### src/design/hta_pkg.sv
`timescale 1ns / 1ps
// Package of the handle table allocator: field widths, operation and status
// codes, configuration register indexes and the table entry type.
// No dependencies.
package hta_pkg;

	localparam int LIMIT_W          = 11;
	localparam int HANDLE_W         = 11;
	localparam int OBJ_W            = 32;
	localparam int RIGHTS_W         = 64;
	localparam int KIND_W           = 4;
	localparam int WORD_W           = 64;
	localparam int POS_W            = 6;
	localparam int CFG_IDX_W        = 1;
	localparam int DEFAULT_CAPACITY = 1024;

	localparam logic [LIMIT_W-1:0] LIMIT_RESET = 11'd1024;
	localparam logic [KIND_W-1:0]  NS_RESET    = 4'd1;

	typedef enum logic [1:0] {
		FN_CREATE    = 2'd0,
		FN_DUPLICATE = 2'd1,
		FN_RESOLVE   = 2'd2,
		FN_CLOSE     = 2'd3
	} func_t;

	typedef enum logic [1:0] {
		ST_OK     = 2'd0,
		ST_BAD    = 2'd1,
		ST_NOROOM = 2'd2,
		ST_KIND   = 2'd3
	} status_t;

	typedef enum logic [CFG_IDX_W-1:0] {
		CFG_CAPACITY_LIMIT = 1'b0,
		CFG_NAMESPACE_KIND = 1'b1
	} cfg_idx_t;

	typedef struct packed {
		logic [OBJ_W-1:0]    object_id;
		logic [RIGHTS_W-1:0] rights;
		logic [KIND_W-1:0]   kind;
	} entry_t;

	// Verdict of the word scanner on one bitmap word
	typedef struct packed {
		logic             full;
		logic [POS_W-1:0] pos;
		logic             base_ok;
		logic             slot_ok;
	} scan_res_t;

endpackage

### src/design/hta_scan_unit.sv
`timescale 1ns / 1ps
// Shared word scanner: lowest free bit of one 64-bit bitmap word and the
// limit checks on the word base and on the free slot. Depends on hta_pkg.
module hta_scan_unit
	import hta_pkg::*;
#(
	parameter int CW = 12
) (
	input  logic [WORD_W-1:0]  word,
	input  logic [CW-POS_W-1:0] wnum,
	input  logic [LIMIT_W-1:0] lim,
	output scan_res_t          res
);

	logic [WORD_W-1:0] low_free;
	logic [POS_W-1:0]  pos;
	logic [CW-1:0]     base;
	logic [CW-1:0]     slot;

	// isolate the lowest zero bit as a one-hot word
	assign low_free = ~word & (word + WORD_W'(1));

	always_comb begin
		pos = '0;
		for (int b = 0; b < POS_W; b++) begin
			for (int i = 0; i < WORD_W; i++) begin
				if (((i >> b) & 1) == 1) begin
					pos[b] = pos[b] | low_free[i];
				end
			end
		end
	end

	assign base = {wnum, {POS_W{1'b0}}};
	assign slot = {wnum, pos};

	assign res.full    = &word;
	assign res.pos     = pos;
	assign res.base_ok = base < CW'(lim);
	assign res.slot_ok = slot < CW'(lim);

endmodule

### config.mk
export PLATFORM = sky130hd
export DESIGN_NAME = hta_scan_unit
export DESIGN_NICKNAME = d
export VERILOG_FILES = /design/src/design/hta_pkg.sv /design/src/design/hta_scan_unit.sv
export SDC_FILE = /design/constraint.sdc
export NUM_CORES = 1
export LEC_CHECK = 0
export ABC_CLOCK_PERIOD_IN_PS = 4310
export BUFFER_PORTS_ARGS = -buffer_cell sky130_fd_sc_hd__buf_2
export CORE_UTILIZATION = 46
export DETAILED_ROUTE_END_ITERATION = 6
export GPL_ROUTABILITY_DRIVEN = 0
export PLACE_DENSITY = 0.89
export SETUP_SLACK_MARGIN = 0.3
export SYNTH_ARGS = -nofsm -noshare
export SYNTH_HDL_FRONTEND = slang
export SYNTH_SLANG_ARGS = --single-unit
export TNS_END_PERCENT = 5
### constraint.sdc
create_clock -name vclk -period 4.31
set_clock_uncertainty 0.05 [all_clocks]
set_input_delay 0.862 -clock vclk [all_inputs]
set_output_delay 0.862 -clock vclk [all_outputs]
set_load 0.01 [all_outputs]
==> impl_summary.md, run 1 <==
Outcome
The flow did not finish. The stage where the flow stopped is global routing (5_1_grt). The first error in the log reads "[ERROR GRT-0232] Routing congestion too high. Check the congestion heatmap in the GUI".

Timing
The kind of endpoint with the least setup slack is a primary output. The worst setup endpoint after the global-route repair_timing is res[0].

Place
During placement, the flow inserted port buffers numbering 90. In this run, placement finished with an instance count of ~420. After legalization and detailed placement, the total HPWL measured between 5000 and 6000 microns.

In this run the cell area measured after placement is between 2000 and 2500 sq um.

Global route
The remaining global-route overflow is 24. The global routing usage summed across all routing layers is around 75%. The maximum number of pins on one net before global-route repair is 8.

Floorplanning
The floorplan step set the die height to 58.2 microns. The die boundary width is approximately 58 microns. During I/O placement, the number of pins put on the boundary was 90.

For this configuration, the core starts out at a cell density of around 48%. The number of core rows is 20.

Synthesis
The number of warnings issued by yosys is 0. In this run the mean area of a mapped cell was a little over 6 sq um. The number of distinct standard cells referenced by the synthesized netlist is between 50 and 60.

The cell area that synthesis handed to floorplanning was roughly 1500 sq um. The number of nets in the synthesized netlist is between 300 and 400. The share of synthesized area occupied by flip-flops and latches is 0%. Synthesis handed over a netlist of between 200 and 250 instances.

Clock tree
For this design, the CTS-stage hold fixing added 0 buffers.
==> metal layers <==
layer  GRT usage, %  overflow
met2           96.1        14
met5              0         0
met4           80.6         9
met1           70.1         0
met3           59.4         1
==> cells in the mapped netlist, types with 2 or more instances <==
| cell | n | area (sq um) |
|---|---|---|
| sky130_fd_sc_hd__inv_1 | 21 | 78.8 |
| sky130_fd_sc_hd__a31oi_1 | 7 | 43.8 |
| sky130_fd_sc_hd__nor2_1 | 15 | 56.3 |
| sky130_fd_sc_hd__nand2b_1 | 2 | 12.5 |
| sky130_fd_sc_hd__o31ai_1 | 4 | 30.0 |
| sky130_fd_sc_hd__nand3_1 | 13 | 65.1 |
| sky130_fd_sc_hd__nand2_1 | 38 | 143 |
| sky130_fd_sc_hd__or3_1 | 2 | 12.5 |
| sky130_fd_sc_hd__nand4_1 | 8 | 50.1 |
| sky130_fd_sc_hd__a21o_1 | 2 | 15.0 |
| sky130_fd_sc_hd__nor3_1 | 8 | 40.0 |
| sky130_fd_sc_hd__and2_1 | 2 | 12.5 |
| sky130_fd_sc_hd__nor2b_1 | 2 | 12.5 |
| sky130_fd_sc_hd__nand4b_1 | 11 | 96.3 |
| sky130_fd_sc_hd__a22oi_1 | 3 | 22.5 |
| sky130_fd_sc_hd__o21a_1 | 2 | 15.0 |
| sky130_fd_sc_hd__o22ai_1 | 2 | 12.5 |
| sky130_fd_sc_hd__o21ai_1 | 2 | 10.0 |
| sky130_fd_sc_hd__a21oi_1 | 15 | 75.1 |
| sky130_fd_sc_hd__a222oi_1 | 2 | 20.0 |
| sky130_fd_sc_hd__o221ai_1 | 3 | 26.3 |
| sky130_fd_sc_hd__a211o_1 | 2 | 17.5 |
| sky130_fd_sc_hd__nor4_1 | 5 | 31.3 |
| sky130_fd_sc_hd__o21ai_0 | 12 | 60.1 |
| sky130_fd_sc_hd__and4_1 | 5 | 43.8 |
| sky130_fd_sc_hd__o211ai_1 | 2 | 15.0 |
| sky130_fd_sc_hd__a41oi_1 | 3 | 26.3 |
| sky130_fd_sc_hd__ha_1 | 10 | 125 |
| sky130_fd_sc_hd__and3_1 | 6 | 37.5 |
==> cell families after synthesis <==
kind of cell	count (synthesis)	share of synthesized area, %
AO/OA/AOI/OAI	72	33.7
adder cells (fa/ha/maj)	10	8.60
buffers and inverters	23	6.02
AND/OR/NAND/NOR	130	51.7
==> metrics by stage <==
stage	util, %	setup TNS (ps)	setup WS (ps)
2_1_floorplan	-	0	258
3_3_place_gp	80.3	0	4.81
3_5_place_dp	80.3	-132	-132
4_1_cts	84.9	-52.9	-52.9
==> repair_timing <==
| action | in CTS |
|---|---|
| resized for setup | 12 |
| setup endpoints to repair | 1 |
| buffers inserted | 9 |
| pin swaps | 16 |
==> run 2: changes to the inputs <==
CORE_UTILIZATION = 40   (was 46)
PLACE_DENSITY = not set   (was 0.89)
PLACE_DENSITY_LB_ADDON = 0.15   (was not set)
SETUP_SLACK_MARGIN = not set   (was 0.3)
==> impl_summary.md, run 2 <==
Finish
The number of flip-flops and latches is 0. The count of non-filler cells in the finished layout is 473. The number of antenna cells inserted is 0. The final non-filler cell area is around 2900 sq um. Relative to the synthesized area, the layout overhead comes to 98.9%. Cells fill ~85% of the core in the end.

The total number of nets in the final design is 520. The fraction of final layout cells with drive strength greater than 1 is between 50% and 60%. The total area of sequential cells is 0 sq um.

The most common cell after layout, fill and taps aside is sky130_fd_sc_hd__buf_4. The clock buffers instantiated in the layout total 0. In the layout the commonest cells are sky130_fd_sc_hd__buf_4, sky130_fd_sc_hd__buf_2, sky130_fd_sc_hd__nand2_1, sky130_fd_sc_hd__inv_1.

Critical path
The launch point of the worst path is word[28]. In this design, the critical path's most frequently occurring cell is sky130_fd_sc_hd__buf_2. The data arrival time at the worst-slack endpoint is roughly 3600 ps. The worst setup path is launched from an input port. The critical path goes through buf_2 > and4_1 > and3_4 > nand4bb_4 > buf_4 > nor2_1 > a22o_1 > a21o_1 > or4b_4 > ha_4 > nor3_4 > o21ai_2 > a31oi_1 > o21ai_1 > o41ai_2 > buf_2. In this run the worst path has a maximum fanout of 4. The critical setup path kind is in2out.

The number of buffers and inverters on the critical path is 3. The data required time of the worst path is about 3400 ps. The largest single stage delay on the critical path is approximately 540 ps. The standard cell with the maximum stage delay on the critical path is sky130_fd_sc_hd__or4b_4. The kind of capture point of the worst setup path is a primary output. On the critical path the largest part of the delay comes from simple AND/OR/NAND/NOR gates.

Routing
The DRC violation count after routing is 0. The count of nets left with antenna violations once routing finished came out at 0. The number of DRC markers in iteration 0 is slightly below 500. The total via count in the routed design is around 2900. Using the TritonRoute via totals, the vias-per-cell ratio works out to slightly above 6.

Dividing the detail-routed wire length by the instance count gives between 15 and 20 microns. The detailed-routing iteration count for the pre-antenna-repair pass is 6. Wires add up to between 7000 and 8000 microns.

Synthesis
In the synthesized netlist, the number of instances is 235. After synthesis, the netlist uses 55 different library cells. The most used standard cell by instance count after synthesis is sky130_fd_sc_hd__nand2_1. The fraction of post-synthesis cell area in the top cell type by area is between 9 and 10%. In the synthesized netlist, the cells that appear most often are sky130_fd_sc_hd__nand2_1, sky130_fd_sc_hd__inv_1, sky130_fd_sc_hd__a21oi_1, sky130_fd_sc_hd__nor2_1, sky130_fd_sc_hd__nand3_1. Averaged over all synthesized cells, the footprint is 6.19 sq um. The post-synthesis cell type with the largest combined area is sky130_fd_sc_hd__nand2_1. The total standard cell area after synthesis is approximately 1500 sq um. The net count after synthesis is roughly 330. Ranked by total cell area, the synthesized netlist is headed by sky130_fd_sc_hd__nand2_1, sky130_fd_sc_hd__ha_1, sky130_fd_sc_hd__nand4b_1. The number of warnings issued by yosys is 0. Of the synthesized area, sequential elements account for 0%.

Timing
The total count of max-transition violations in the final report came to 0. The minimum hold slack is a little over 2000 ps. Setup repair after global routing could not meet its margin everywhere. The minimum clock period is roughly 4500 ps. Setup violations remaining at the end of the flow were counted as 1. The final hold violation count is 0. Setup slack on the critical path of the routed design comes to -230 ps. For the pin with the worst max-slew slack, the measured transition is ~400 ps.

In the finished design, the share of the clock period the worst path needs comes to 105%. Timing would allow up to around 220 MHz. The headroom to the max-slew limit is between 70% and 80%.

Floorplanning
The starting utilization of the core area is 42.6%. The die covers between 3000 and 4000 sq um. The number of ports placed on the die boundary is 90. The number of core rows is 21. The height of the chip is slightly above 60 microns. In this run the horizontal extent of the chip is approximately 62 microns.

The standard cell core area is between 3000 and 4000 sq um.

Flow run
The number of max-cap violations is 0.

Global route
The via count of the first global-routing pass was 2605. The global-route wire length before repair is 11100 microns. For this run the aggregate overflow at the end of global routing stands at 0. The global routing usage summed across all routing layers is between 30% and 40%.

Entering global routing, the biggest net connects 7 pins. The number of antenna violations at the first check in global routing is 0.

Worst hold path
In this run the most critical hold path is launched from lim[0]. The worst hold path belongs to the class in2out.

Outcome
The final reports fail on negative setup slack. The flow ran to the end, but the final reports show violations.

Power and ir drop
The ratio of total power to cell area is roughly 67 nW/um^2. The worst-case vdd ir drop is roughly 0.050 mV. The analysis attributes to cell leakage a power of 0.00149 uW.

Place
The worst setup slack before clock tree synthesis is -292 ps. The count of placed standard cells including taps is approximately 470. The instance area after placement is ~2700 sq um. The HPWL reported at the end of detailed placement is approximately 5400 microns.

The number of I/O port buffers is 90.

Clock tree
The quantity of hold-fixing buffers added after cts is 0.
==> run 2: path summary, 6_finish.rpt <==
check,to,slack [ps],cells after the start
worst max-delay path,res[0],-230,16
worst min-delay path,res[0],2040,4
==> run 2: tightest hold or removal path: stages <==
cell,delay (ps)
sky130_fd_sc_hd__buf_2,110
sky130_fd_sc_hd__inv_1,60
sky130_fd_sc_hd__o41ai_2,70
sky130_fd_sc_hd__buf_2,130
==> run 2: logic make-up (layout without fill, tap and decap cells) <==
kind of cell / Yosys count / after routing / share of synthesized area, %
AO/OA/AOI/OAI: 72 / 72 / 33.7
adder cells (fa/ha/maj): 10 / 10 / 8.60
buffers and inverters: 23 / 215 / 6.02
AND/OR/NAND/NOR: 130 / 130 / 51.7
==> run 2: through the flow <==
stage	setup TNS [ps]	total power [uW]
global route	-342	210
CTS	-75.2	180
detailed placement	-292	176
global placement	-148	171
finish	-230	194
floorplan	0	53.3
==> run 2: repair_timing <==
action	in CTS	in global routing
gates resized for setup	15	15
pin swaps	11	18
setup buffers	4	4
gates cloned	0	0
setup endpoints to repair	1	1
hold endpoints to repair	0	0
==> run 2: routing by layer <==
metal / global-route usage [%] / vias to the layer above / wire length, microns
li1: - / 1318 / -
met3: 4.23 / 68 / 737
met4: 9.88 / 0 / 416
met1: 43.6 / 1276 / 3030
met2: 59.5 / 227 / 3490
met5: 0 / - / 0
==> run 2: cell type report <==
class	instances	area [sq um]
multi-input combinational	212	1530
timing repair buffer	193	1220
fill	228	522
inverter	22	82.6
tap	46	57.6
==> run 2: where the power goes <==
group	switching, uW	internal, uW	leakage, uW
Sequential	0	0	0
Clock	0	0	0
Combinational	93.5	101	0.00149
No activity file was read; power rests on OpenSTA's default activity.
